--- src/hdl/wfcg_pkg.sv ---
// ----------------------------------------------------------------------------
// wfcg_pkg
// Shared constants, control-word layout and the microprogram for the
// wait-for cycle guard.
// ----------------------------------------------------------------------------
package wfcg_pkg;

  localparam int unsigned TASKS = 32;
  localparam int unsigned IdxW  = $clog2(TASKS);
  localparam int unsigned UpcW  = 3;

  typedef logic [IdxW-1:0] idx_t;
  typedef logic [UpcW-1:0] upc_t;

  localparam logic OpCall    = 1'b0;
  localparam logic OpRelease = 1'b1;

  // Microprogram step addresses
  localparam upc_t StFetch  = 3'd0;
  localparam upc_t StDecode = 3'd1;
  localparam upc_t StWalk   = 3'd2;
  localparam upc_t StGrant  = 3'd3;
  localparam upc_t StRel    = 3'd4;
  localparam upc_t StCycle  = 3'd5;

  typedef enum logic [1:0] {
    HoldNone,
    HoldNoInput,
    HoldOutBusy
  } hold_e;

  typedef enum logic [1:0] {
    CondNever,
    CondIsRel,
    CondCurEqCaller,
    CondChainEnd
  } cond_e;

  typedef struct packed {
    hold_e hold_sel;
    cond_e cond_a;
    upc_t  addr_a;
    cond_e cond_b;
    upc_t  addr_b;
    upc_t  addr_next;
    logic  take;
    logic  advance;
    logic  wr_edge;
    logic  clr_edge;
    logic  result;
    logic  res_granted;
    logic  res_cycle;
  } uword_t;

  function automatic uword_t ucode(input upc_t pc);
    uword_t w;
    w = '{hold_sel: HoldNone, cond_a: CondNever, addr_a: StFetch,
          cond_b: CondNever, addr_b: StFetch, addr_next: StFetch,
          default: 1'b0};
    unique case (pc)
      StFetch: begin
        w.hold_sel  = HoldNoInput;
        w.take      = 1'b1;
        w.addr_next = StDecode;
      end
      StDecode: begin
        w.cond_a    = CondIsRel;
        w.addr_a    = StRel;
        w.addr_next = StWalk;
      end
      StWalk: begin
        w.cond_a    = CondCurEqCaller;
        w.addr_a    = StCycle;
        w.cond_b    = CondChainEnd;
        w.addr_b    = StGrant;
        w.advance   = 1'b1;
        w.addr_next = StWalk;
      end
      StGrant: begin
        w.hold_sel    = HoldOutBusy;
        w.wr_edge     = 1'b1;
        w.result      = 1'b1;
        w.res_granted = 1'b1;
      end
      StRel: begin
        w.hold_sel    = HoldOutBusy;
        w.clr_edge    = 1'b1;
        w.result      = 1'b1;
        w.res_granted = 1'b1;
      end
      StCycle: begin
        w.hold_sel  = HoldOutBusy;
        w.result    = 1'b1;
        w.res_cycle = 1'b1;
      end
      default: begin
        w.addr_next = StFetch;
      end
    endcase
    return w;
  endfunction

endpackage

--- src/hdl/wfcg_if.sv ---
// ----------------------------------------------------------------------------
// wfcg_in_if / wfcg_out_if
// Valid/ready channels for requests and results of the wait-for cycle guard.
// ----------------------------------------------------------------------------
interface wfcg_in_if;
  logic            valid;
  logic            ready;
  logic            op;
  wfcg_pkg::idx_t  caller;
  wfcg_pkg::idx_t  target;

  modport source (output valid, output op, output caller, output target, input ready);
  modport sink   (input valid, input op, input caller, input target, output ready);
endinterface

interface wfcg_out_if;
  logic valid;
  logic ready;
  logic granted;
  logic cycle_found;

  modport source (output valid, output granted, output cycle_found, input ready);
  modport sink   (input valid, input granted, input cycle_found, output ready);
endinterface

--- src/hdl/wait_for_cycle_guard.sv ---
// ----------------------------------------------------------------------------
// wait_for_cycle_guard
// Wait-for table with cycle refusal, run by a small microcoded sequencer.
// ----------------------------------------------------------------------------
// One transaction at a time. A release goes through the decode and release
// steps. A call goes through the decode step, then walks the chain from the
// target, reading one table entry per cycle, and ends in the grant or cycle
// step that registers the result. The next transaction is accepted in the
// cycle after the result is registered, even if the previous result has not
// yet been taken. The table holds no edges after reset; a granted call
// replaces the caller's edge, a refused one leaves the table untouched.
// ----------------------------------------------------------------------------
module wait_for_cycle_guard (
  input  logic clk_i,
  input  logic rst_ni,
  wfcg_in_if.sink    in_i,
  wfcg_out_if.source out_o
);
  import wfcg_pkg::*;

  upc_t         pc_q, pc_d;
  uword_t       uw;
  logic         op_q;
  idx_t         caller_q, target_q, cur_q, links_q;
  logic [TASKS-1:0] edge_valid_q;
  idx_t         edge_target_q [TASKS];
  logic         out_valid_q, granted_q, cycle_q;
  logic         stall, fire, hit_a, hit_b;

  function automatic logic cond_eval(input cond_e c, input logic rel, input logic eq,
                                     input logic fin);
    logic r;
    r = 1'b0;
    unique case (c)
      CondNever:       r = 1'b0;
      CondIsRel:       r = rel;
      CondCurEqCaller: r = eq;
      CondChainEnd:    r = fin;
      default:         r = 1'b0;
    endcase
    return r;
  endfunction

  logic is_rel, cur_eq, chain_end;

  assign uw        = ucode(pc_q);
  assign is_rel    = (op_q == OpRelease);
  assign cur_eq    = (cur_q == caller_q);
  assign chain_end = !edge_valid_q[cur_q] || (links_q == idx_t'(TASKS - 1));

  always_comb begin
    unique case (uw.hold_sel)
      HoldNone:    stall = 1'b0;
      HoldNoInput: stall = !in_i.valid;
      HoldOutBusy: stall = out_valid_q && !out_o.ready;
      default:     stall = 1'b0;
    endcase
  end

  assign fire  = !stall;
  assign hit_a = cond_eval(uw.cond_a, is_rel, cur_eq, chain_end);
  assign hit_b = cond_eval(uw.cond_b, is_rel, cur_eq, chain_end);

  always_comb begin
    priority if (stall) begin
      pc_d = pc_q;
    end else if (hit_a) begin
      pc_d = uw.addr_a;
    end else if (hit_b) begin
      pc_d = uw.addr_b;
    end else begin
      pc_d = uw.addr_next;
    end
  end

  assign in_i.ready = uw.take;

  always_ff @(posedge clk_i or negedge rst_ni) begin
    if (!rst_ni) begin
      pc_q         <= StFetch;
      edge_valid_q <= '0;
      out_valid_q  <= 1'b0;
    end else begin
      pc_q <= pc_d;
      if (fire && uw.wr_edge) begin
        edge_valid_q[caller_q] <= 1'b1;
      end
      if (fire && uw.clr_edge) begin
        edge_valid_q[caller_q] <= 1'b0;
      end
      if (fire && uw.result) begin
        out_valid_q <= 1'b1;
      end else if (out_o.ready) begin
        out_valid_q <= 1'b0;
      end
    end
  end

  // datapath registers
  always_ff @(posedge clk_i) begin
    if (fire && uw.take) begin
      op_q     <= in_i.op;
      caller_q <= in_i.caller;
      target_q <= in_i.target;
      cur_q    <= in_i.target;
      links_q  <= '0;
    end
    if (fire && uw.advance) begin
      cur_q   <= edge_target_q[cur_q];
      links_q <= links_q + idx_t'(1);
    end
    if (fire && uw.wr_edge) begin
      edge_target_q[caller_q] <= target_q;
    end
    if (fire && uw.result) begin
      granted_q <= uw.res_granted;
      cycle_q   <= uw.res_cycle;
    end
  end

  assign out_o.valid       = out_valid_q;
  assign out_o.granted     = granted_q;
  assign out_o.cycle_found = cycle_q;

`ifndef SYNTH
  a_take_only_in_fetch: assert property (@(posedge clk_i) disable iff (!rst_ni)
    (in_i.valid && in_i.ready) |-> (pc_q == StFetch))
    else $error("transaction accepted outside fetch step");

  a_grant_sets_edge: assert property (@(posedge clk_i) disable iff (!rst_ni)
    (pc_q == StGrant && fire) |=> edge_valid_q[$past(caller_q)])
    else $error("granted call did not record its edge");

  a_result_exclusive: assert property (@(posedge clk_i) disable iff (!rst_ni)
    out_valid_q |-> !(granted_q && cycle_q))
    else $error("result both granted and refused as cycle");

  a_result_registered: assert property (@(posedge clk_i) disable iff (!rst_ni)
    (fire && uw.result) |=> (out_valid_q && pc_q == StFetch))
    else $error("result step did not present a result");
`endif

endmodule

--- src/flat_wrapper.sv ---
// flat-port wrapper written by rule: the top's interface ports become plain ports
module wait_for_cycle_guard_flat import wfcg_pkg::*;
  (clk_i, rst_ni, in_i_valid, in_i_op, in_i_caller, in_i_target, in_i_ready, out_o_valid, out_o_granted, out_o_cycle_found, out_o_ready);
  wfcg_in_if in_i_i ();
  wfcg_out_if out_o_i ();
  input  logic clk_i;
  input  logic rst_ni;
  input wire logic [$bits(in_i_i.valid)-1:0] in_i_valid;
  input wire logic [$bits(in_i_i.op)-1:0] in_i_op;
  input wire logic [$bits(in_i_i.caller)-1:0] in_i_caller;
  input wire logic [$bits(in_i_i.target)-1:0] in_i_target;
  output wire logic [$bits(in_i_i.ready)-1:0] in_i_ready;
  output wire logic [$bits(out_o_i.valid)-1:0] out_o_valid;
  output wire logic [$bits(out_o_i.granted)-1:0] out_o_granted;
  output wire logic [$bits(out_o_i.cycle_found)-1:0] out_o_cycle_found;
  input wire logic [$bits(out_o_i.ready)-1:0] out_o_ready;
  assign in_i_i.valid = in_i_valid;
  assign in_i_i.op = in_i_op;
  assign in_i_i.caller = in_i_caller;
  assign in_i_i.target = in_i_target;
  assign in_i_ready = in_i_i.ready;
  assign out_o_valid = out_o_i.valid;
  assign out_o_granted = out_o_i.granted;
  assign out_o_cycle_found = out_o_i.cycle_found;
  assign out_o_i.ready = out_o_ready;
  wait_for_cycle_guard u_core (.clk_i(clk_i), .rst_ni(rst_ni), .in_i(in_i_i), .out_o(out_o_i));
endmodule
--- config.mk ---
export PLATFORM = sky130hd
export DESIGN_NAME = wait_for_cycle_guard_flat
export DESIGN_NICKNAME = d
export VERILOG_FILES = /design/src/hdl/wfcg_pkg.sv /design/src/hdl/wfcg_if.sv /design/src/hdl/wait_for_cycle_guard.sv /design/src/flat_wrapper.sv
export SDC_FILE = /design/constraint.sdc
export NUM_CORES = 1
export LEC_CHECK = 0
export BUFFER_PORTS_ARGS = -buffer_cell sky130_fd_sc_hd__buf_2
export CAP_MARGIN = 20
export CORE_AREA = 2 2 142 144
export CTS_CLUSTER_SIZE = 12
export DETAILED_ROUTE_END_ITERATION = 6
export DIE_AREA = 0 0 144 146
export PLACE_DENSITY_LB_ADDON = 0.05
export SYNTH_ARGS = -nofsm -noshare
export SYNTH_HDL_FRONTEND = slang
export SYNTH_SLANG_ARGS = --single-unit
--- constraint.sdc ---
create_clock -name clk_i -period 3.75 [get_ports clk_i]
set_input_delay 0.5625 -clock clk_i [delete_from_list [all_inputs] [get_ports clk_i]]
set_output_delay 0.5625 -clock clk_i [all_outputs]
set_load 0.03 [all_outputs]
==> impl_metrics.yaml <==
grt:
  grt_pass1_wl_mm: 31.0
  gr-usage-all-layers_pct: 20.0
  gr-usage-met1_pct: 28.6
  grt_start_max_net_pins: 37
  grt_pass1_vias: 5033
  use_met2_pct: 32.0
  gr-max-usage-layer: "met2"
  grt_antenna_before_repair: 0
  grt-ovfl-total: 0
  grt.met3_usage_pct: 3.88
clocking:
  cts_root_buffer: "clkbuf_16"
  post_cts_resized: 0
  cts_sinks: 224
  max-clock-path-buffers: 3
  cts_inserted_buffers: 24
  clock_latency_ns: 0.51
  cts_max_level: 1
  hold_buffers: 0
  cts_tree: "built"
  cts_setup_buffers: 0
  clk_pin_slew_worst_paths_ns: 0.06
synthesis:
  ys_seq_area_share_pct: 70.2
  yosys.cell_types.count: 42
  synth.avg_cell_area_um2: 17.8
  yosysWarnings: 0
  ys_dominant_reg_cell: "edfxtp_1"
  synth-simple-area-share_pct: 5.22
  netlist_instances: 519
  synthAdderAreaFrac_pct: 0.541
  synthArstFlopShare_pct: 16.1
  synth_mux_area_share_pct: 16.6
  synth-compound-area-share_pct: 4.75
  synth_area_leader_cell: "edfxtp_1"
  synth_area_um2: 9250
  synthesis.nets: 538
  ys_ff_latch: 224
  synth_top_family_by_area: "multiplexers"
  synth_edf_count: 183
  synth-xor-area-share_pct: 0.663
  netlist_top_cells_area: "edfxtp_1 (59%), dfrtp_1 (9.7%), mux4_2 (6.8%)"
  synth_top_area_share_pct: 59.4
run_status:
  status: "completed"
worst_setup_path:
  critPathMaxFanout: 14
  critPathKind: "reg2reg"
  slowest_stage: "nor2_1"
  worstPathCellList: "nand2b_1, nor2b_1, inv_1, ha_1, nand3b_1, a21o_1, nand4_1, nor2_1"
  startpoint_type: "flop"
  cp-end-kind: "flop"
  r2r_cells: 8
  required_ns: 3.90
  arrival_ns: 3.43
  reg2reg_from: "u_core.pc_q[1]$_DFFE_PN0N_"
  max_stage_delay_ns: 0.62
  r2r-end: "u_core.edge_target_q[15][2]$_DFFE_PP_"
  rrSetupSlack_ns: 0.47
die:
  die_w_um: 144
  die_h_um: 146
  rows: 51
  coreArea_um2: 19300
  start_util_pct: 47.8
  pin_count: 19
  die-area_um2: 21000
sta:
  fin_tns_setup_ns: 0
  fin_skew_ns: 0.00967
  relSlewSlack_pct: 32.5
  finalSetupViolations: 0
  rsz0062_at_grt: "false"
  final_max_slew_viol_count: 0
  finalCriticalPeriod_ns: 3.28
  fmax_ghz: 0.304
  final_hold_viol_count: 0
  hold_ws_ns: 0.169
  fin_crit_sh_pct: 87.6
  tightest_slew_ns: 1.01
route:
  vias: 4811
  vias_per_cell: 5.77
  dr.pass1.iters: 5
  wl_per_cell_um: 24.4
  drc: 0
  wl_mm: 20.3
  ant_nets: 0
  drt_iter0_drc: 413
min_path:
  min_path_type: "in2async"
pwr:
  p_per_area_nw_per_um2: 819
  p_leak_nw: 3.70
  finalPower_mw: 8.57
  ir_worst_vdd_mv: 0.449
placed_design:
  gp_congestion: 0.824
  port_buffers: 18
  dp_hpwl_mm: 13.7
  placedCellCount: 789
finish:
  layout-drive-gt1-share_pct: 17.2
  instances_no_fill: 834
  fin_util_pct: 54.1
  antenna_cells: 0
  areaGrowthSynthToFinish_pct: 13.1
  fin_nets: 570
run:
  drv_cap: 0
-- registers in the layout, indices dropped and copies added (netlist names), named ones only --
name	cells
u_core.cur_q	5
u_core.edge_target_q	160
u_core.out_o.cycle_found	1
u_core.edge_valid_q	32
u_core.out_o.granted	1
u_core.out_o.valid	1
u_core.pc_q	3
u_core.is_rel	1
u_core.target_q	5
u_core.caller_q	5
u_core.links_q	5
-- per-stage QoR --
step,area (um2),worst slack (ns)
3_5_place_dp,9660,0.516
6_report,10500,0.465
5_1_grt,10500,0.223
2_1_floorplan,9250,1.23
4_1_cts,10400,0.510
3_3_place_gp,9630,0.705
-- metal layers --
layer,routed length (um),part of all wire [%]
met4,388,1.9
met5,0,0
met2,9810,48
met1,9150,45
met3,998,4.9
-- where the power goes --
group	leakage [nW]	switching (mW)	internal (mW)
clock	0.373	0.925	1.40
sequential	2.19	0.480	3.32
combinational	1.14	1.35	1.09
-- kinds of logic after synthesis --
group,Yosys count
AND/OR/NAND/NOR,104
AO/OA/AOI/OAI,56
flip-flops,224
buffers and inverters,35
XOR/XNOR,7
multiplexers,89
adder cells (fa/ha/maj),4
-- worst max-delay path by stage --
stage,start,end,slack (ns),cells past startpoint
floorplan,u_core.pc_q[0]$_DFFE_PN0N_,u_core.edge_target_q[23][0]$_DFFE_PP_,1.23,10
global placement,u_core.pc_q[1]$_DFFE_PN0N_,u_core.edge_target_q[14][3]$_DFFE_PP_,0.71,8
detailed placement,u_core.pc_q[1]$_DFFE_PN0N_,u_core.edge_target_q[15][1]$_DFFE_PP_,0.52,8
CTS,u_core.pc_q[1]$_DFFE_PN0N_,u_core.edge_target_q[15][2]$_DFFE_PP_,0.51,8
global route,u_core.pc_q[1]$_DFFE_PN0N_,u_core.edge_target_q[15][1]$_DFFE_PP_,0.22,7
finish,u_core.pc_q[1]$_DFFE_PN0N_,u_core.edge_target_q[15][2]$_DFFE_PP_,0.47,8
-- worst max-delay path, delay by kind of cell, from the launching register on --
kind / cells / cell delay (ns)
simple gates: 5 / 1.78
fa+ha+maj: 1 / 0.19
buf+inv: 1 / 0.09
flops: 1 / 0.55
compound gates: 1 / 0.30
-- layout by cell type, fill, tap and decap left out, types with 3 or more instances in the layout --
master	Yosys	routed
dfrtp_1	36	36
inv_1	6	6
nand2b_1	8	8
xor2_1	3	3
o21ai_1	5	5
clkbuf_1	12	11
nand2_1	20	20
mux2i_1	43	43
nor2_1	47	47
buf_2	4	18
clkbuf_16	0	25
nor2b_1	5	5
nand3_1	9	9
buf_4	3	13
o22a_1	32	32
o221ai_1	5	5
a21oi_1	3	3
edfxtp_1	183	183
ha_1	4	4
dfxtp_1	5	4
nor3_1	3	3
mux4_1	18	18
mux4_2	28	28
xnor2_1	4	4
nand3b_1	4	4
-- layout make-up --
class	instances	area, um2
Fill cell	1551	8870
Sequential cell	224	6500
Clock inverter	6	81.3
Timing Repair Buffer	34	263
Inverter	7	26.3
Tap cell	265	332
Multi-Input combinational cell	260	2570
Clock buffer	38	694
-- synth_stat cells, types with 2 or more instances --
master / n
a21o_1: 2
inv_1: 6
buf_6: 5
buf_2: 4
a31oi_1: 2
or3_1: 2
o21ai_1: 5
o221ai_1: 5
o22a_1: 32
dfxtp_1: 5
a21oi_1: 3
mux2i_1: 43
edfxtp_1: 183
mux4_2: 28
ha_1: 4
clkbuf_1: 12
nor2b_1: 5
xor2_1: 3
o21ai_0: 2
nand2b_1: 8
buf_1: 4
nand3b_1: 4
nand3_1: 9
nand2_1: 20
mux4_1: 18
xnor2_1: 4
nor3_1: 3
nor2_1: 47
dfrtp_1: 36
buf_4: 3
(Power assumes the default switching activity.)
